File: src/rtl/core/dpr_pkg.sv
// Shared types, character codes and helpers for the debug packet receiver.
package dpr_pkg;

    // Framing phases
    typedef enum logic [1:0] {
        PH_HUNT = 2'd0,
        PH_DATA = 2'd1,
        PH_HEX1 = 2'd2,
        PH_HEX2 = 2'd3
    } phase_t;

    // Result group produced by one item
    typedef enum logic [1:0] {
        GRP_READ    = 2'd0,
        GRP_NAK     = 2'd1,
        GRP_ACK     = 2'd2,
        GRP_ACK_SEQ = 2'd3
    } grp_kind_t;

    // Result kind codes
    localparam logic [1:0] KIND_TX    = 2'd0;
    localparam logic [1:0] KIND_READY = 2'd1;
    localparam logic [1:0] KIND_READ  = 2'd2;

    localparam logic [1:0] START_SEQ  = 2'd3;
    localparam logic [1:0] START_NONE = 2'd0;

    localparam logic [7:0] CH_DOLLAR = 8'h24;
    localparam logic [7:0] CH_HASH   = 8'h23;
    localparam logic [7:0] CH_COLON  = 8'h3A;
    localparam logic [7:0] CH_ACK    = 8'h2B;
    localparam logic [7:0] CH_NAK    = 8'h2D;

    localparam int LEN_W = 11;

    // Result group queue
    localparam int QDEPTH = 4;
    localparam int QPTR_W = 2;
    localparam int QCNT_W = 3;

    typedef struct packed {
        grp_kind_t          kind;
        logic               read_ok;
        logic [7:0]         seq0;
        logic [7:0]         seq1;
        logic [LEN_W-1:0]   len;
    } grp_t;

    typedef struct packed {
        grp_t       grp;
        logic [7:0] rdata;
    } q_entry_t;

    // Hex digit value; anything else counts as -1 modulo 256
    function automatic logic [7:0] hex_digit_val(input logic [7:0] c);
        logic [7:0] v;
        if (c >= 8'h61 && c <= 8'h66)
            v = c - 8'h61 + 8'd10;
        else if (c >= 8'h30 && c <= 8'h39)
            v = c - 8'h30;
        else if (c >= 8'h41 && c <= 8'h46)
            v = c - 8'h41 + 8'd10;
        else
            v = 8'hFF;
        return v;
    endfunction

endpackage

File: src/rtl/core/dpr_framer.sv
// Packet framing state machine, checksum tracking and result group issue.
module dpr_framer #(
    parameter int STORE_DEPTH = 2048,
    parameter int AW          = 11
) (
    input  logic           clk,
    input  logic           rst_n,
    input  logic           accept,
    input  logic           cmd,
    input  logic [7:0]     in_byte,
    input  logic [10:0]    read_index,
    output logic           wr_en,
    output logic [AW-1:0]  wr_addr,
    output logic [7:0]     wr_data,
    output logic           rd_en,
    output logic [AW-1:0]  rd_addr,
    output logic           desc_valid,
    output dpr_pkg::grp_t  desc
);

    dpr_pkg::phase_t phase_reg, phase_next;
    logic [7:0]      sum_reg, sum_next;
    logic [7:0]      rsum_reg, rsum_next;
    logic [AW-1:0]   count_reg, count_next;
    logic [7:0]      seq0_reg, seq0_next;
    logic [7:0]      seq1_reg, seq1_next;
    logic            colon_reg, colon_next;
    logic            desc_valid_reg, desc_valid_next;
    dpr_pkg::grp_t   desc_reg, desc_next;

    logic [AW:0]     count_inc;
    logic [AW+10:0]  idx_ext;
    logic [AW+10:0]  cnt_ext;
    logic [7:0]      hex;
    logic [7:0]      total;

    assign idx_ext   = (AW+11)'(read_index);
    assign cnt_ext   = (AW+11)'(count_reg);
    assign count_inc = {1'b0, count_reg} + (AW+1)'(1);
    assign hex       = dpr_pkg::hex_digit_val(in_byte);
    assign total     = rsum_reg + hex;

    assign wr_addr   = count_reg;
    assign wr_data   = in_byte;
    assign rd_addr   = idx_ext[AW-1:0];

    always_ff @(posedge clk or negedge rst_n)
    begin
        if (!rst_n)
        begin
            phase_reg      <= dpr_pkg::PH_HUNT;
            sum_reg        <= '0;
            rsum_reg       <= '0;
            count_reg      <= '0;
            desc_valid_reg <= 1'b0;
        end
        else
        begin
            phase_reg      <= phase_next;
            sum_reg        <= sum_next;
            rsum_reg       <= rsum_next;
            count_reg      <= count_next;
            desc_valid_reg <= desc_valid_next;
        end
    end

    // first two payload bytes and whether the third is a colon, kept for the sequence id check, and the descriptor
    always_ff @(posedge clk)
    begin
        seq0_reg  <= seq0_next;
        seq1_reg  <= seq1_next;
        colon_reg <= colon_next;
        desc_reg  <= desc_next;
    end

    always_comb
    begin
        phase_next      = phase_reg;
        sum_next        = sum_reg;
        rsum_next       = rsum_reg;
        count_next      = count_reg;
        seq0_next       = seq0_reg;
        seq1_next       = seq1_reg;
        colon_next      = colon_reg;
        wr_en           = 1'b0;
        rd_en           = 1'b0;
        desc_valid_next = 1'b0;
        desc_next       = desc_reg;

        if (accept && cmd)
        begin
            rd_en             = 1'b1;
            desc_valid_next   = 1'b1;
            desc_next.kind    = dpr_pkg::GRP_READ;
            desc_next.read_ok = idx_ext < (AW+11)'(STORE_DEPTH);
        end
        else if (accept)
        begin
            case (phase_reg)
                dpr_pkg::PH_HUNT:
                begin
                    if (in_byte == dpr_pkg::CH_DOLLAR)
                    begin
                        sum_next   = '0;
                        count_next = '0;
                        phase_next = dpr_pkg::PH_DATA;
                    end
                end
                dpr_pkg::PH_DATA:
                begin
                    if (in_byte == dpr_pkg::CH_DOLLAR)
                    begin
                        sum_next   = '0;
                        count_next = '0;
                    end
                    else if (in_byte == dpr_pkg::CH_HASH)
                    begin
                        phase_next = dpr_pkg::PH_HEX1;
                    end
                    else
                    begin
                        wr_en    = 1'b1;
                        sum_next = sum_reg + in_byte;
                        if (count_reg == AW'(0))
                            seq0_next = in_byte;
                        if (count_reg == AW'(1))
                            seq1_next = in_byte;
                        if (count_reg == AW'(2))
                            colon_next = (in_byte == dpr_pkg::CH_COLON);
                        // store full: drop the packet
                        if (count_inc >= (AW+1)'(STORE_DEPTH))
                        begin
                            count_next = '0;
                            sum_next   = '0;
                            phase_next = dpr_pkg::PH_HUNT;
                        end
                        else
                        begin
                            count_next = count_inc[AW-1:0];
                        end
                    end
                end
                dpr_pkg::PH_HEX1:
                begin
                    rsum_next  = {hex[3:0], 4'h0};
                    phase_next = dpr_pkg::PH_HEX2;
                end
                dpr_pkg::PH_HEX2:
                begin
                    rsum_next         = total;
                    phase_next        = dpr_pkg::PH_HUNT;
                    desc_valid_next   = 1'b1;
                    desc_next.read_ok = 1'b0;
                    desc_next.seq0    = seq0_reg;
                    desc_next.seq1    = seq1_reg;
                    desc_next.len     = cnt_ext[10:0];
                    if (total != sum_reg)
                        desc_next.kind = dpr_pkg::GRP_NAK;
                    else if (count_reg >= AW'(3) && colon_reg)
                        desc_next.kind = dpr_pkg::GRP_ACK_SEQ;
                    else
                        desc_next.kind = dpr_pkg::GRP_ACK;
                end
                default:
                begin
                    phase_next = dpr_pkg::PH_HUNT;
                end
            endcase
        end
    end

    assign desc_valid = desc_valid_reg;
    assign desc       = desc_reg;

`ifndef SYNTHESIS
    a_count_in_range: assert property (@(posedge clk) disable iff (!rst_n)
        (AW+1)'(count_reg) < (AW+1)'(STORE_DEPTH))
        else $error("byte count reached store depth");

    a_read_keeps_phase: assert property (@(posedge clk) disable iff (!rst_n)
        (accept && cmd) |=> (phase_reg == $past(phase_reg) && count_reg == $past(count_reg)))
        else $error("read item changed framing state");

    a_drop_clears_count: assert property (@(posedge clk) disable iff (!rst_n)
        (phase_reg == dpr_pkg::PH_HUNT && $past(phase_reg) == dpr_pkg::PH_DATA)
        |-> (count_reg == '0 && sum_reg == 8'h00))
        else $error("overflow drop left stale count or sum");
`endif

endmodule

File: config.mk
export PLATFORM = sky130hd
export DESIGN_NAME = dpr_framer
export DESIGN_NICKNAME = d
export VERILOG_FILES = /design/src/rtl/core/dpr_pkg.sv /design/src/rtl/core/dpr_framer.sv
export SDC_FILE = /design/constraint.sdc
export NUM_CORES = 1
export LEC_CHECK = 0
export BUFFER_PORTS_ARGS = -buffer_cell sky130_fd_sc_hd__buf_2
export CORE_UTILIZATION = 35
export CTS_CLUSTER_SIZE = 8
export DETAILED_ROUTE_END_ITERATION = 10
export PLACE_DENSITY = 0.64
export SYNTH_ARGS = -nofsm -noshare
export SYNTH_HDL_FRONTEND = slang
export SYNTH_SLANG_ARGS = --single-unit
File: constraint.sdc
create_clock -name clk -period 7.9 [get_ports clk]
set_input_delay 2.37 -clock clk [delete_from_list [all_inputs] [get_ports clk]]
set_output_delay 2.37 -clock clk [all_outputs]
set_load 0.03 [all_outputs]
==> impl.org <==
** Status
- The flow ran to the end, and the final reports show no timing, DRC or antenna violations.

** Yosys
- The synthesized netlist devotes 14.09% of its cell area to compound gates.
- The synthesized netlist contains 63 unique library cells.
- Number of instances in the synthesized netlist :: 400
- Most numerous cell in the Yosys netlist :: sky130_fd_sc_hd__edfxtp_1
- For this run, the register share of the synthesized area comes to 48.91%.
- Commonest cells post-synth :: 45 x sky130_fd_sc_hd__edfxtp_1, 32 x sky130_fd_sc_hd__nand2_1, 30 x sky130_fd_sc_hd__dfrtp_1, 28 x sky130_fd_sc_hd__ha_1, 25 x sky130_fd_sc_hd__nor2_1
- Main area contributors after synthesis :: sky130_fd_sc_hd__edfxtp_1 31%, sky130_fd_sc_hd__dfrtp_1 17%, sky130_fd_sc_hd__ha_1 8.0%
- In this run, synthesis inferred 45 flip-flops with an integrated enable.
- By area, the combinational part of the netlist is dominated by simple AND/OR/NAND/NOR gates.
- Flip-flop cell with the highest count after synthesis :: sky130_fd_sc_hd__edfxtp_1
- Average cell area after synthesis :: roughly 11 µm²
- Of the total synthesized cell area, the portion taken by XOR and XNOR cells is 5.514%.
- Largest area contributor in the netlist :: sky130_fd_sc_hd__edfxtp_1
- In this run, synthesis produced a sequential element count of between 70 and 80.
- For this run, the number of Yosys warnings is 0.
- The synthesized netlist devotes 8.914% of its cell area to adder and majority cells.
- Of all flip-flops after synthesis, the portion carrying an async set or reset was between 30% and 40%.
- Summing the areas of all and, or, nand and nor instances in the mapped netlist gives ~15% of the synthesized area.
- In this run the cell area of the synthesized design comes to 4379 µm².
- In the synthesized netlist, mux cells make up less than 1% of the area.
- Number of nets produced by synthesis :: ~450
- Area share of the largest cell type after synthesis :: 30.86%

** STA
- Number of slew-limit violations in the final report :: 0
- Setup repair after global routing left no endpoint under its margin.
- Final Cycle Share :: between 80% and 90%
- For the finished layout, the period the worst path requires is 6.466 ns.
- Timing would allow up to 154.7 MHz.
- Setup violations remaining at the end of the flow were counted as 0.
- At the pin with the least slew margin, the transition time is 1.013 ns.
- Worst-case headroom to the max-slew limit :: 32.38%
- Final hold violation count :: 0
- Setup Skew :: 0.005100 ns
- Sum Neg Setup Slack :: 0 ns

** Drt
- In the routed design, unresolved DRC markers number 0.
- The routed layout has 3122 vias.
- Routed wire per std cell :: approximately 15 µm
- Overall routed net length :: between 9000 and 10000 µm
- Using the TritonRoute via totals, the vias-per-cell ratio works out to 5.052.
- After the first detailed-routing iteration, the DRC count stood at between 150 and 200.
- Once detail routing completed, the nets flagged for antenna violations numbered 0.
- First-pass DRT Iterations :: 4

** Placement
- Placed instance count :: between 600 and 700
- Final GP Congestion :: about 0.88
- Summed over all nets, the half-perimeter wirelength after detailed placement is a little under 7000 µm.
- Post-Place Cell Area :: 4698 µm²
- Buffers placed on the I/O ports in this run total 63.

** Clocking
- After clock tree synthesis, the repair step resized 0 gates.
- Number of hold buffers added after cts :: 0
- TritonCTS clock tree :: yes
- The clock passes through at most 2 buffers.
- Number of buffers added by the clock tree synthesis step :: 9
- Later-pin clock latency in the skew report :: 0.34 ns
- # clock sinks :: 77
- CTS placed an instance of sky130_fd_sc_hd__clkbuf_16 at the clock tree root.
- After clock tree synthesis, the clock-pin slew on the worst setup and hold paths is 0.05 ns.
- # Post-CTS Setup Buffers :: 0
- CTS H-tree lvls :: 3

** GRT
- Initial antenna violation count :: 0
- Entering global routing, the biggest net connects 31 pins.
- Number of global-route vias before repair :: 3059
- For this run, the total global-route usage over all layers was measured as 15.09%.
- For this run the aggregate overflow at the end of global routing stands at 0.
- Global-route wire length before repair :: 15040 µm

** Power
- Static power due to leakage :: ~2.1 nW
- Power Total :: 1.156 mW
- Maximum vdd drop :: 0.0001049 V
- Power spread over the standard cell area amounts to roughly 230 nW/µm².

** Critical path
- In this design, the critical path's most frequently occurring cell is sky130_fd_sc_hd__buf_2.
- Data arrival time of the critical path :: between 4 and 5 ns
- Element type at the critical path end :: output port
- FF-to-FF setup slack :: 5.28 ns
- Tracing the worst setup path back leads to its startpoint at in_byte[1].
- Stages on the worst setup path :: 7
- Worst flop-to-flop path endpoint :: desc[29]
- Critical Path Source Type :: primary input
- Traced cell by cell, the critical path runs through buf_2, ha_1, or4bb_1, o21a_1, nand4_1, inv_1, buf_2.
- Grouping stages by cell kind, the critical path spends the most delay in simple AND/OR/NAND/NOR gates.
- Counting both buffers and inverters, the worst setup path holds a total of 3.
- Worst R2R Path Depth :: 8
- The worst register-to-register path begins at rsum_reg[1].
- Of all nets on the critical path, the largest fanout is 12.
- Slowest stage cell on the critical path :: sky130_fd_sc_hd__or4bb_1
- Largest stage delay, worst path :: 0.55 ns
- Crit Path Category :: in -> out
- In this run the worst setup path terminates at wr_en.
- STA puts the critical path data required time at 5.53 ns.

** Final layout
- Number of flip-flops in the largest register :: 30
- Net count of the finished layout :: roughly 500
- 0 antenna diodes ended up in the layout.
- Measured on the finished design, the core utilization comes to 40.94%.
- The finished layout holds 618 standard cells, fillers aside.
- After routing the design area is slightly below 5000 µm².
- Share of post-route cells with drive strength above 1 :: 20.89%
- Compared with the post-synthesis result, the final layout area differs by 13.23%.
- After filler insertion, the fill cell instance count of the layout stands at between 1k and 1.5k.

** Die
- The core region is approximately 12000 µm².
- In this run the vertical extent of the chip is ~110 µm.
- 86 I/O pins were placed.
- Core Rows :: 40
- Horizontal extent of the die :: 113.9 µm
- Starting density of the core :: 36.16%
- Area of the die :: 12960 µm²

** Job
- Max-cap violations in this run came to 0.

** Min path
- Path type of the worst min-delay path :: reg -> reg
-- kinds of logic after synthesis --
logic type,Yosys count
xor gates and xnor gates,26
buffers and inverters,49
DFF,77
muxes,3
and+or+nand+nor,127
AOI/OAI and AO/OA,88
adders and majority gates,30
-- worst reg2reg max path, cell delays in order (launching register included) --
cell                       delay [ns]
sky130_fd_sc_hd__dfrtp_1         0.42
sky130_fd_sc_hd__ha_1            0.31
sky130_fd_sc_hd__a211oi_1        0.40
sky130_fd_sc_hd__o21bai_1        0.14
sky130_fd_sc_hd__a21oi_1         0.25
sky130_fd_sc_hd__o21ai_0         0.12
sky130_fd_sc_hd__a21oi_1         0.28
sky130_fd_sc_hd__xnor3_1         0.39
sky130_fd_sc_hd__a41o_1          0.22
-- how the worst min path moves through the flow --
stage / from / endpoint / depth (start not counted)
floorplan: seq1_reg[0] / desc[11] / 0
global placement: seq1_reg[2] / desc[13] / 0
detailed placement: seq1_reg[6] / desc[17] / 0
CTS: seq1_reg[6] / desc[17] / 0
global route: seq1_reg[5] / desc[16] / 0
finish: seq1_reg[5] / desc[16] / 0
-- per-stage QoR --
step           worst slack (ns)  hold slack [ns]
3_3_place_gp              1.453           0.4009
6_report                  1.434           0.4178
4_1_cts                   1.417           0.4178
5_1_grt                   1.291           0.4222
3_5_place_dp              1.314           0.4045
2_1_floorplan             1.944           0.4003
-- cell type report --
cell class                 instances  area, µm²  area share [%]
clock buffer                      11      232.7           4.693
timing repair buffer              63      315.3           6.359
multi-input combinational        274       1956           39.44
clock inverter                     5      27.53          0.5551
tap                              168      210.2           4.239
sequential                        77       2142           43.20
inverter                          20      75.07           1.514
-- placed cells by master (no fill, tap or decap), types with 3 or more instances in the layout --
master                      Yosys  routed
sky130_fd_sc_hd__nand4_1        4       4
sky130_fd_sc_hd__xor2_1        10      10
sky130_fd_sc_hd__o31ai_1        4       4
sky130_fd_sc_hd__nor3_1         9       9
sky130_fd_sc_hd__and2_1         6       6
sky130_fd_sc_hd__a211oi_1       4       4
sky130_fd_sc_hd__nand2b_1       5       5
sky130_fd_sc_hd__a21oi_1       20      20
sky130_fd_sc_hd__o22ai_1        3       3
sky130_fd_sc_hd__edfxtp_1      45      45
sky130_fd_sc_hd__o21ai_0       22      22
sky130_fd_sc_hd__a22o_1         8       8
sky130_fd_sc_hd__a21o_1         4       4
sky130_fd_sc_hd__or2_2          3       3
sky130_fd_sc_hd__nor4_1         6       6
sky130_fd_sc_hd__nor2b_1        6       6
sky130_fd_sc_hd__nand2_1       32      32
sky130_fd_sc_hd__clkbuf_16      0       9
sky130_fd_sc_hd__nand3_1       12      12
sky130_fd_sc_hd__inv_1         20      20
sky130_fd_sc_hd__mux2i_1        3       3
sky130_fd_sc_hd__xnor2_1       15      15
sky130_fd_sc_hd__ha_1          28      28
sky130_fd_sc_hd__nor2_1        25      25
sky130_fd_sc_hd__or3_1          3       3
sky130_fd_sc_hd__o21bai_1       4       4
sky130_fd_sc_hd__dfrtp_1       30      30
sky130_fd_sc_hd__buf_2          2      63
-- routing by layer --
| layer | up-vias | global-route usage [%] | wire [µm] |
|---|---|---|---|
| met5 | - | 0 | 0 |
| met4 | 0 | 8.658 | 222 |
| met3 | 21 | 2.125 | 457 |
| met2 | 96 | 24.80 | 4359 |
| met1 | 1478 | 19.09 | 4176 |
| li1 | 1527 | - | - |
-- where the power goes --
group	switching, mW	internal, mW
clock	0.153	0.210
sequential	0.0470	0.460
combinational	0.160	0.126
total	0.360	0.796
(Power assumes the default switching activity.)
