==> config.mk <==
export PLATFORM = sky130hd
export DESIGN_NAME = dpr_result_queue
export DESIGN_NICKNAME = d
export VERILOG_FILES = /design/src/rtl/core/dpr_pkg.sv /design/src/rtl/core/dpr_result_queue.sv
export SDC_FILE = /design/constraint.sdc
export NUM_CORES = 1
export LEC_CHECK = 0
export BUFFER_PORTS_ARGS = -buffer_cell sky130_fd_sc_hd__buf_4
export CAP_MARGIN = 30
export CORE_UTILIZATION = 58
export DETAILED_ROUTE_END_ITERATION = 10
export PLACE_DENSITY = 0.8
export SETUP_SLACK_MARGIN = 0.3
export SLEW_MARGIN = 10
export SYNTH_ARGS = -nofsm -noshare
export SYNTH_HDL_FRONTEND = slang
export SYNTH_SLANG_ARGS = --single-unit
export TNS_END_PERCENT = 20
==> constraint.sdc <==
create_clock -name clk -period 3.34 [get_ports clk]
set_input_delay 0.668 -clock clk [delete_from_list [all_inputs] [get_ports clk]]
set_output_delay 0.668 -clock clk [all_outputs]
set_load 0.1 [all_outputs]
==> src/rtl/core/dpr_pkg.sv <==
// Shared types, character codes and helpers for the debug packet receiver.
package dpr_pkg;

    // Framing phases
    typedef enum logic [1:0] {
        PH_HUNT = 2'd0,
        PH_DATA = 2'd1,
        PH_HEX1 = 2'd2,
        PH_HEX2 = 2'd3
    } phase_t;

    // Result group produced by one item
    typedef enum logic [1:0] {
        GRP_READ    = 2'd0,
        GRP_NAK     = 2'd1,
        GRP_ACK     = 2'd2,
        GRP_ACK_SEQ = 2'd3
    } grp_kind_t;

    // Result kind codes
    localparam logic [1:0] KIND_TX    = 2'd0;
    localparam logic [1:0] KIND_READY = 2'd1;
    localparam logic [1:0] KIND_READ  = 2'd2;

    localparam logic [1:0] START_SEQ  = 2'd3;
    localparam logic [1:0] START_NONE = 2'd0;

    localparam logic [7:0] CH_DOLLAR = 8'h24;
    localparam logic [7:0] CH_HASH   = 8'h23;
    localparam logic [7:0] CH_COLON  = 8'h3A;
    localparam logic [7:0] CH_ACK    = 8'h2B;
    localparam logic [7:0] CH_NAK    = 8'h2D;

    localparam int LEN_W = 11;

    // Result group queue
    localparam int QDEPTH = 4;
    localparam int QPTR_W = 2;
    localparam int QCNT_W = 3;

    typedef struct packed {
        grp_kind_t          kind;
        logic               read_ok;
        logic [7:0]         seq0;
        logic [7:0]         seq1;
        logic [LEN_W-1:0]   len;
    } grp_t;

    typedef struct packed {
        grp_t       grp;
        logic [7:0] rdata;
    } q_entry_t;

    // Hex digit value; anything else counts as -1 modulo 256
    function automatic logic [7:0] hex_digit_val(input logic [7:0] c);
        logic [7:0] v;
        if (c >= 8'h61 && c <= 8'h66)
            v = c - 8'h61 + 8'd10;
        else if (c >= 8'h30 && c <= 8'h39)
            v = c - 8'h30;
        else if (c >= 8'h41 && c <= 8'h46)
            v = c - 8'h41 + 8'd10;
        else
            v = 8'hFF;
        return v;
    endfunction

endpackage

==> src/rtl/core/dpr_result_queue.sv <==
// Result group queue and the sequencer that expands a group into result items.
module dpr_result_queue (
    input  logic                 clk,
    input  logic                 rst_n,
    input  logic                 push,
    input  dpr_pkg::grp_t        push_grp,
    input  logic [7:0]           push_rdata,
    output logic                 ready,
    output logic                 out_valid,
    input  logic                 out_stall,
    output logic [1:0]           kind,
    output logic [7:0]           tx_char,
    output logic [1:0]           payload_start,
    output logic [10:0]          payload_length,
    output logic [7:0]           read_data,
    output logic                 last
);

    dpr_pkg::q_entry_t entries [dpr_pkg::QDEPTH];

    logic [dpr_pkg::QPTR_W-1:0] wr_ptr_reg, wr_ptr_next;
    logic [dpr_pkg::QPTR_W-1:0] rd_ptr_reg, rd_ptr_next;
    logic [dpr_pkg::QCNT_W-1:0] count_reg, count_next;
    logic [1:0]                 sub_reg, sub_next;

    dpr_pkg::q_entry_t head;
    logic              out_fire;
    logic              pop;

    assign head      = entries[rd_ptr_reg];
    assign out_valid = (count_reg != '0);
    assign out_fire  = out_valid && !out_stall;
    assign pop       = out_fire && last;
    // room for the group now in flight plus one more
    assign ready     = (count_reg + dpr_pkg::QCNT_W'(push)) < dpr_pkg::QCNT_W'(dpr_pkg::QDEPTH);

    always_ff @(posedge clk)
    begin
        if (push)
        begin
            entries[wr_ptr_reg].grp   <= push_grp;
            entries[wr_ptr_reg].rdata <= push_grp.read_ok ? push_rdata : 8'h00;
        end
    end

    always_ff @(posedge clk or negedge rst_n)
    begin
        if (!rst_n)
        begin
            wr_ptr_reg <= '0;
            rd_ptr_reg <= '0;
            count_reg  <= '0;
            sub_reg    <= '0;
        end
        else
        begin
            wr_ptr_reg <= wr_ptr_next;
            rd_ptr_reg <= rd_ptr_next;
            count_reg  <= count_next;
            sub_reg    <= sub_next;
        end
    end

    always_comb
    begin
        wr_ptr_next = push ? wr_ptr_reg + dpr_pkg::QPTR_W'(1) : wr_ptr_reg;
        rd_ptr_next = pop ? rd_ptr_reg + dpr_pkg::QPTR_W'(1) : rd_ptr_reg;
        count_next  = count_reg + dpr_pkg::QCNT_W'(push) - dpr_pkg::QCNT_W'(pop);
        if (pop)
            sub_next = '0;
        else if (out_fire)
            sub_next = sub_reg + 2'd1;
        else
            sub_next = sub_reg;
    end

    // expand the head group
    always_comb
    begin
        kind           = dpr_pkg::KIND_TX;
        tx_char        = 8'h00;
        payload_start  = dpr_pkg::START_NONE;
        payload_length = '0;
        read_data      = 8'h00;
        last           = 1'b0;
        case (head.grp.kind)
            dpr_pkg::GRP_READ:
            begin
                kind      = dpr_pkg::KIND_READ;
                read_data = head.rdata;
                last      = 1'b1;
            end
            dpr_pkg::GRP_NAK:
            begin
                tx_char = dpr_pkg::CH_NAK;
                last    = 1'b1;
            end
            dpr_pkg::GRP_ACK:
            begin
                if (sub_reg == 2'd0)
                begin
                    tx_char = dpr_pkg::CH_ACK;
                end
                else
                begin
                    kind           = dpr_pkg::KIND_READY;
                    payload_length = head.grp.len;
                    last           = 1'b1;
                end
            end
            dpr_pkg::GRP_ACK_SEQ:
            begin
                case (sub_reg)
                    2'd0: tx_char = dpr_pkg::CH_ACK;
                    2'd1: tx_char = head.grp.seq0;
                    2'd2: tx_char = head.grp.seq1;
                    default:
                    begin
                        kind           = dpr_pkg::KIND_READY;
                        payload_start  = dpr_pkg::START_SEQ;
                        payload_length = head.grp.len;
                        last           = 1'b1;
                    end
                endcase
            end
            default:
            begin
                last = 1'b1;
            end
        endcase
    end

`ifndef SYNTHESIS
    a_no_overfill: assert property (@(posedge clk) disable iff (!rst_n)
        push |-> (count_reg < dpr_pkg::QCNT_W'(dpr_pkg::QDEPTH)))
        else $error("group pushed into a full queue");

    a_sub_restarts: assert property (@(posedge clk) disable iff (!rst_n)
        pop |=> (sub_reg == 2'd0))
        else $error("sequencer did not restart after last item");

    a_sub_idle_zero: assert property (@(posedge clk) disable iff (!rst_n)
        !out_valid |-> (sub_reg == 2'd0))
        else $error("sequencer advanced with no group queued");
`endif

endmodule
==> impl_metrics.prom, run 1 <==
# TYPE chip_impl_metric gauge
chip_impl_metric{name="yosys_warnings",unit=""} 0
chip_impl_metric{name="maxSlewHeadroom",unit=""} 0.6158
chip_impl_metric{name="grt_start_max_net_pins",unit=""} 38
chip_impl_metric{name="ffs_w_async_s_r_synth",unit=""} 0.05732
chip_impl_info{name="crit_end",value="payload_length[8]"} 1
chip_impl_metric{name="routed_wirelength",unit="mm"} 12.25
chip_impl_info{name="crit_path_start",value="rd_ptr_reg[0]"} 1
chip_impl_info{name="clock_tree_from_tritoncts",value="done"} 1
chip_impl_metric{name="grt_antenna_before_repair",unit=""} 0
chip_impl_metric{name="yosys.cell_types.count",unit=""} 34
chip_impl_metric{name="place.gp.congestion",unit=""} 0.7202
chip_impl_metric{name="syn_nets",unit=""} 361
chip_impl_metric{name="chipHeight",unit="um"} 106.3
chip_impl_metric{name="maxSlewViolCount",unit=""} 0
chip_impl_metric{name="dieArea",unit="um2"} 11290
chip_impl_metric{name="h_tree_depth_reported_by_cts",unit=""} 4
chip_impl_metric{name="fin_worst_skew",unit="ns"} 0.007538
chip_impl_info{name="synth_ff_type",value="sky130_fd_sc_hd__edfxtp_1"} 1
chip_impl_metric{name="grt_overflow",unit=""} 0
chip_impl_metric{name="final_layout_size_suffix_gt1_frac",unit=""} 0.4665
chip_impl_metric{name="mean_instance_size_in_the_synthesized_netlist",unit="um2"} 20.53
chip_impl_info{name="timing.setup.critical_path_class",value="flop to output pin"} 1
chip_impl_metric{name="syn-cell-area",unit="um2"} 6304
chip_impl_metric{name="number_of_global_route_vias_before_repair",unit=""} 3255
chip_impl_metric{name="nFillCells",unit=""} 536
chip_impl_metric{name="post-dp-hpwl",unit="mm"} 6.710
chip_impl_metric{name="grt.total_usage",unit=""} 0.2279
chip_impl_metric{name="finalCriticalPeriod",unit="ns"} 3.201
chip_impl_metric{name="max_ffs_per_register",unit=""} 148
chip_impl_metric{name="area_taken_by_multi_input_logic_gates",unit="um2"} 1642
chip_impl_metric{name="max-clock-path-buffers",unit=""} 2
chip_impl_metric{name="cp_data_required_time",unit="ns"} 2.67
chip_impl_metric{name="count_of_final_hold_check_violations",unit=""} 0
chip_impl_metric{name="drt-initial-drc-count",unit=""} 260
chip_impl_metric{name="reg2reg_slack",unit="ns"} 1.04
chip_impl_metric{name="area_growth",unit="%"} 28.70
chip_impl_info{name="cp-end-kind",value="output pin"} 1
chip_impl_info{name="slowest_stage",value="sky130_fd_sc_hd__mux4_2"} 1
chip_impl_metric{name="synth-edff-count",unit=""} 148
chip_impl_info{name="crit-reg2reg-launch",value="rd_ptr_reg[0]"} 1
chip_impl_metric{name="worst_r2r_path_depth",unit=""} 7
chip_impl_metric{name="clock_sinks",unit=""} 157
chip_impl_metric{name="synth_seq_cells",unit=""} 157
chip_impl_metric{name="cts-buffers-inserted",unit=""} 17
chip_impl_metric{name="finalSetupViolations",unit=""} 0
chip_impl_metric{name="core",unit="um2"} 10420
chip_impl_metric{name="num_antenna_cells",unit=""} 0
chip_impl_metric{name="routed_via_density",unit=""} 5.680
chip_impl_metric{name="route.vias.total",unit=""} 3232
chip_impl_metric{name="dieWidth",unit="um"} 106.3
chip_impl_info{name="ctsRootBufferMaster",value="sky130_fd_sc_hd__clkbuf_8"} 1
chip_impl_metric{name="maximum_clock_rate",unit="MHz"} 312.4
chip_impl_info{name="hp-start",value="push_grp[4]"} 1
chip_impl_metric{name="worst_setup_hold_path_clk_slew",unit="ns"} 0.06
chip_impl_metric{name="drc",unit=""} 0
chip_impl_info{name="worst_setup_path_start_kind",value="flop"} 1
chip_impl_metric{name="cap_viol_max_count",unit=""} 0
chip_impl_metric{name="timing.critical_path.fanout_max",unit=""} 6
chip_impl_metric{name="detail_route.wl_per_cell",unit="um"} 21.52
chip_impl_metric{name="seqCellArea",unit="um2"} 4674
chip_impl_metric{name="num_io_pins",unit=""} 76
chip_impl_metric{name="drtAntennaViolNets",unit=""} 0
chip_impl_metric{name="worst-endpoint-arrival",unit="ns"} 2.53
chip_impl_metric{name="insertion_delay",unit="ns"} 0.53
chip_impl_metric{name="buffer_ports.inserted",unit=""} 75
chip_impl_metric{name="num_rows",unit=""} 37
chip_impl_metric{name="finalHoldWorstSlack",unit="ns"} 0.3346
chip_impl_metric{name="post_synth_inst_count",unit=""} 307
chip_impl_metric{name="post_route_clock_period_utilization",unit=""} 0.9585
chip_impl_metric{name="critical-path-max-stage-delay",unit="ns"} 0.61
chip_impl_metric{name="worstMarginPinSlew",unit="ns"} 0.5763
chip_impl_metric{name="drt_pre_antenna_iters",unit=""} 4
chip_impl_metric{name="global_route_wire_length_before_repair",unit="mm"} 17.84
chip_impl_info{name="regToRegEndpoint",value="count_reg[2]"} 1
chip_impl_info{name="grt_setup_unrepaired",value="true"} 1
chip_impl_metric{name="yosysSeqAreaShare",unit=""} 0.7408
chip_impl_info{name="status",value="complete, no violations"} 1
chip_impl_info{name="worstPathCellList",value="mux4_2 -> mux2i_4 -> or2_4 -> nor2b_4 -> buf_12"} 1
chip_impl_metric{name="final_nets",unit=""} 474
chip_impl_metric{name="initial_utilization",unit=""} 0.6052
chip_impl_info{name="min-delay-path-class",value="primary input to flop"} 1
==> logic make-up (layout without fill, tap and decap cells) <==
logic type      count (synthesis)  count (layout)  share of synthesized area
flops                         157             157                     0.7408
buf+inv                        26             151                    0.02084
simple gates                   52              53                    0.05201
compound gates                 17              17                    0.01866
fa+ha+maj                      12              12                    0.02382
xor+xnor                        5               5                   0.006948
mux                            38              38                     0.1370
==> what timing repair did <==
| action | CTS | global route |
|---|---|---|
| buffers inserted | 6 | 13 |
| hold buffers | 1 | 0 |
| pin swaps | 3 | 2 |
| endpoints found under the setup margin | 30 | 29 |
| cloned | 1 | 1 |
| gates resized for setup | 57 | 22 |
| hold endpoints to repair | 9 | 0 |
==> critical path, delay by kind of cell (launching register included) <==
family	cells	cell delay [ns]
mux	2	0.88
simple gates	2	0.53
flops	1	0.41
buf+inv	1	0.18
==> stage by stage <==
stage / TNS (ns) / std cells / worst slack [ns] / utilization / area [um2]
after floorplan: -1.032 / 307 / -0.1671 / - / 6350
after global placement: 0 / 515 / 0.5276 / 0.6800 / 7083
after detailed placement: 0 / 515 / 0.5133 / 0.6800 / 7083
after CTS: 0 / 555 / 0.1273 / 0.7576 / 7891
after global routing: 0 / 569 / 0.07518 / 0.7789 / 8113
final: 0 / 569 / 0.1386 / 0.7789 / 8113
==> layout make-up <==
class | instances | area share
Sequential cell | 157 | 0.5762
Tap cell | 136 | 0.02097
Timing Repair Buffer | 106 | 0.1300
Clock buffer | 21 | 0.05290
Inverter | 13 | 0.006015
Multi-Input combinational cell | 125 | 0.2023
Clock inverter | 11 | 0.01157
==> Yosys cell counts (2+ instances only) <==
master                     instances  share of area
sky130_fd_sc_hd__o21ai_0           5         0.0040
sky130_fd_sc_hd__buf_6             3         0.0054
sky130_fd_sc_hd__buf_4             2         0.0024
sky130_fd_sc_hd__a22oi_1           4         0.0048
sky130_fd_sc_hd__nor2b_2          13          0.018
sky130_fd_sc_hd__mux4_1            2         0.0083
sky130_fd_sc_hd__xor2_1            2         0.0028
sky130_fd_sc_hd__and2_1           13          0.013
sky130_fd_sc_hd__a22o_1            3         0.0042
sky130_fd_sc_hd__mux4_2           35           0.13
sky130_fd_sc_hd__ha_1             12          0.024
sky130_fd_sc_hd__nor2_1            7         0.0042
sky130_fd_sc_hd__dfrtp_1           9          0.036
sky130_fd_sc_hd__xnor2_1           3         0.0042
sky130_fd_sc_hd__edfxtp_1        148           0.71
sky130_fd_sc_hd__nor2b_1           6         0.0060
sky130_fd_sc_hd__nand2_1           6         0.0036
sky130_fd_sc_hd__clkbuf_1          4         0.0024
sky130_fd_sc_hd__buf_2             3         0.0024
sky130_fd_sc_hd__inv_1            13         0.0077
==> cell usage in the layout, fill, tap and decap left out, types with 5 or more instances in the layout <==
| cell type | synthesis | final |
|---|---|---|
| sky130_fd_sc_hd__edfxtp_1 | 148 | 148 |
| sky130_fd_sc_hd__buf_4 | 2 | 77 |
| sky130_fd_sc_hd__mux4_2 | 35 | 35 |
| sky130_fd_sc_hd__clkbuf_16 | 0 | 17 |
| sky130_fd_sc_hd__inv_1 | 13 | 13 |
| sky130_fd_sc_hd__buf_12 | 0 | 13 |
| sky130_fd_sc_hd__ha_1 | 12 | 12 |
| sky130_fd_sc_hd__buf_6 | 3 | 11 |
| sky130_fd_sc_hd__nor2b_4 | 0 | 9 |
| sky130_fd_sc_hd__and2_1 | 13 | 9 |
| sky130_fd_sc_hd__dfrtp_1 | 9 | 7 |
| sky130_fd_sc_hd__nor2b_2 | 13 | 6 |
| sky130_fd_sc_hd__nor2_1 | 7 | 5 |
==> worst min-delay path by stage <==
stage | endpoint | slack (ns) | cells past startpoint
CTS | entries[0][12] | 0.31 | 1
global route | entries[0][12] | 0.32 | 1
finish | entries[0][12] | 0.33 | 1
floorplan | count_reg[0] | 0.37 | 0
detailed placement | count_reg[2] | 0.50 | 1
global placement | sub_reg[1] | 0.50 | 1
==> metal layers <==
layer / wire (um) / vias up / global-route usage
met5: 0 / - / 0
met4: 180 / 0 / 0.06647
met3: 758 / 15 / 0.08032
met2: 6178 / 125 / 0.3646
met1: 5129 / 1646 / 0.2982
li1: - / 1446 / -
Power of run 1 is not shown: default switching activity piles up to over one toggle a cycle in this logic, so the estimate is an artifact.
==> inputs of run 2 (changes only) <==
CTS_BUF_LIST = sky130_fd_sc_hd__clkbuf_4   (was default)
CTS_CLUSTER_SIZE = 40   (was default)
==> run 2 against run 1 <==
- clock-buffer cell count is the same
- first-iteration DRC count fell by 9.6%
- register-to-register slack better by 0.05 ns
- die area stayed put
- largest cell class unchanged
- critical path type unchanged
- critical endpoint unchanged
- cell count is 2.8% lower
- sequential share of layout area is 3.5 points higher
- routed wire length is 7.9% lower
- core utilization down 4.5 points
- design area shrank 5.7%
- via count shrank 2.5%
==> impl_metrics.prom, run 2 (same netlist as run 1, synthesis figures left out) <==
# TYPE chip_impl_metric gauge
chip_impl_info{name="status",value="complete, no violations"} 1
chip_impl_metric{name="timing.critical_path.fanout_max",unit=""} 6
chip_impl_metric{name="finalSetupViolations",unit=""} 0
chip_impl_metric{name="max_ffs_per_register",unit=""} 148
chip_impl_metric{name="finalCriticalPeriod",unit="ns"} 3.206
chip_impl_info{name="mostFrequentLayoutCell",value="sky130_fd_sc_hd__edfxtp_1"} 1
chip_impl_info{name="ctsRootBufferMaster",value="sky130_fd_sc_hd__clkbuf_4"} 1
chip_impl_metric{name="fin_worst_skew",unit="ns"} 0.02175
chip_impl_info{name="clock_tree_from_tritoncts",value="done"} 1
chip_impl_metric{name="num_antenna_cells",unit=""} 0
chip_impl_metric{name="dieArea",unit="um2"} 11290
chip_impl_metric{name="post_route_clock_period_utilization",unit=""} 0.9599
chip_impl_metric{name="routed_wirelength",unit="mm"} 11.28
chip_impl_metric{name="final_nets",unit=""} 458
chip_impl_metric{name="final_design_area_no_fill",unit="um2"} 7647
chip_impl_metric{name="worstMarginPinSlew",unit="ns"} 0.5753
chip_impl_metric{name="grt.total_usage",unit=""} 0.2187
chip_impl_metric{name="number_of_global_route_vias_before_repair",unit=""} 3221
chip_impl_metric{name="h_tree_depth_reported_by_cts",unit=""} 4
chip_impl_metric{name="place.gp.congestion",unit=""} 0.7202
chip_impl_metric{name="worst_r2r_path_depth",unit=""} 7
chip_impl_metric{name="preCtsSetupSlack",unit="ns"} 0.5133
chip_impl_metric{name="chipHeight",unit="um"} 106.3
chip_impl_metric{name="nFillCells",unit=""} 599
chip_impl_metric{name="post-dp-hpwl",unit="mm"} 6.710
chip_impl_metric{name="finalHoldWorstSlack",unit="ns"} 0.2993
chip_impl_metric{name="worst-endpoint-arrival",unit="ns"} 2.54
chip_impl_metric{name="num_io_pins",unit=""} 76
chip_impl_metric{name="core",unit="um2"} 10420
chip_impl_metric{name="routed_via_density",unit=""} 5.696
chip_impl_metric{name="num_rows",unit=""} 37
chip_impl_info{name="grt_setup_unrepaired",value="true"} 1
chip_impl_metric{name="dp_cells",unit=""} 515
chip_impl_metric{name="worst_slack",unit="ns"} 0.1341
chip_impl_info{name="most-common-layout-cells",value="sky130_fd_sc_hd__edfxtp_1, sky130_fd_sc_hd__buf_4, sky130_fd_sc_hd__mux4_2, sky130_fd_sc_hd__clkbuf_4, sky130_fd_sc_hd__inv_1"} 1
chip_impl_metric{name="insertion_delay",unit="ns"} 0.56
chip_impl_metric{name="cap_viol_max_count",unit=""} 0
chip_impl_metric{name="maximum_clock_rate",unit="MHz"} 311.9
chip_impl_metric{name="reg2reg_slack",unit="ns"} 1.09
chip_impl_info{name="timing.setup.critical_path_class",value="flop to output pin"} 1
chip_impl_metric{name="cts-buffers-inserted",unit=""} 17
chip_impl_metric{name="buffer_ports.inserted",unit=""} 75
chip_impl_metric{name="max-clock-path-buffers",unit=""} 2
chip_impl_metric{name="final_layout_size_suffix_gt1_frac",unit=""} 0.4484
chip_impl_info{name="worst_setup_path_start_kind",value="flop"} 1
chip_impl_metric{name="grt_start_max_net_pins",unit=""} 38
chip_impl_metric{name="global_route_wire_length_before_repair",unit="mm"} 17.26
chip_impl_metric{name="clock_sinks",unit=""} 157
chip_impl_metric{name="drc",unit=""} 0
chip_impl_metric{name="grt_overflow",unit=""} 0
chip_impl_metric{name="initial_utilization",unit=""} 0.6052
chip_impl_metric{name="post_dp_cell_area",unit="um2"} 7083
chip_impl_metric{name="post_layout_nonfiller_instances",unit=""} 553
chip_impl_metric{name="route.vias.total",unit=""} 3150
chip_impl_info{name="crit_path_start",value="rd_ptr_reg[0]"} 1
chip_impl_metric{name="dieWidth",unit="um"} 106.3
chip_impl_info{name="crit_end",value="payload_length[8]"} 1
chip_impl_metric{name="maxSlewHeadroom",unit=""} 0.6165
chip_impl_metric{name="grt_antenna_before_repair",unit=""} 0
chip_impl_metric{name="detail_route.wl_per_cell",unit="um"} 20.39
chip_impl_info{name="regToRegEndpoint",value="count_reg[2]"} 1
chip_impl_metric{name="drt-initial-drc-count",unit=""} 235
chip_impl_metric{name="count_of_final_hold_check_violations",unit=""} 0
chip_impl_metric{name="cp_data_required_time",unit="ns"} 2.67
chip_impl_metric{name="area_growth",unit="%"} 21.32
chip_impl_metric{name="drt_pre_antenna_iters",unit=""} 4
chip_impl_metric{name="drtAntennaViolNets",unit=""} 0
chip_impl_info{name="min-delay-path-class",value="primary input to flop"} 1
chip_impl_info{name="cp-end-kind",value="output pin"} 1
chip_impl_info{name="crit-reg2reg-launch",value="rd_ptr_reg[0]"} 1
chip_impl_metric{name="worst_setup_hold_path_clk_slew",unit="ns"} 0.13
chip_impl_metric{name="maxSlewViolCount",unit=""} 0
==> run 2: changes by cell type in the layout (fill, tap and decap cells not counted), moves of 2 or more <==
cell | before | now
sky130_fd_sc_hd__a22oi_2 | 2 | 0
sky130_fd_sc_hd__buf_4 | 77 | 65
sky130_fd_sc_hd__clkbuf_16 | 17 | 0
sky130_fd_sc_hd__clkbuf_4 | 0 | 21
sky130_fd_sc_hd__a22oi_1 | 2 | 4
sky130_fd_sc_hd__clkbuf_1 | 4 | 0
==> run 2: critical path, cell delays in order (launching register included) <==
cell                      delay, ns
sky130_fd_sc_hd__dfrtp_2       0.44
sky130_fd_sc_hd__mux4_2        0.59
sky130_fd_sc_hd__mux2i_4       0.26
sky130_fd_sc_hd__or2_4         0.35
sky130_fd_sc_hd__nor2b_4       0.17
sky130_fd_sc_hd__buf_12        0.18
==> run 2: worst min-delay path by stage <==
stage	end	slack (ns)	startpoint	cells past startpoint
5_1_grt	entries[2][13]	0.26	push_grp[5]	1
2_1_floorplan	count_reg[0]	0.37	rst_n	0
3_5_place_dp	count_reg[2]	0.50	rst_n	1
3_3_place_gp	sub_reg[1]	0.50	rst_n	1
4_1_cts	entries[0][12]	0.28	push_grp[4]	1
6_report	entries[2][10]	0.30	push_grp[2]	1
==> run 2: layer usage <==
metal | global-route usage | vias up | wire (um)
li1 | - | 1415 | -
met1 | 0.2893 | 1617 | 4667
met2 | 0.3497 | 103 | 5683
met3 | 0.05947 | 15 | 706
met4 | 0.08532 | 0 | 219
met5 | 0 | - | 0
==> run 2: timing repair <==
| action | CTS | global route |
|---|---|---|
| endpoints found under the hold margin | 9 | 0 |
| hold buffers | 1 | 0 |
| gates resized for setup | 52 | 15 |
| setup endpoints to repair | 30 | 32 |
| cloned | 1 | 0 |
| setup buffers | 2 | 2 |
| pin swaps | 1 | 2 |
==> run 2: per-stage QoR <==
stage | utilization | TNS, ns
floorplan | - | -1.032
global placement | 0.6800 | 0
detailed placement | 0.6800 | 0
CTS | 0.7265 | 0
global route | 0.7342 | 0
finish | 0.7342 | 0
==> run 2: area by class of cell <==
class	count	area [um2]	share of cell area
clock inverters	11	93.84	0.01227
well taps	136	170.2	0.02225
inverters	13	48.80	0.006381
clock buffers	21	157.7	0.02062
flip-flops and latches	157	4674	0.6113
multi-input cells	125	1622	0.2120
repair buffers	90	880.8	0.1152
Power of run 2 is left out for the same reason.
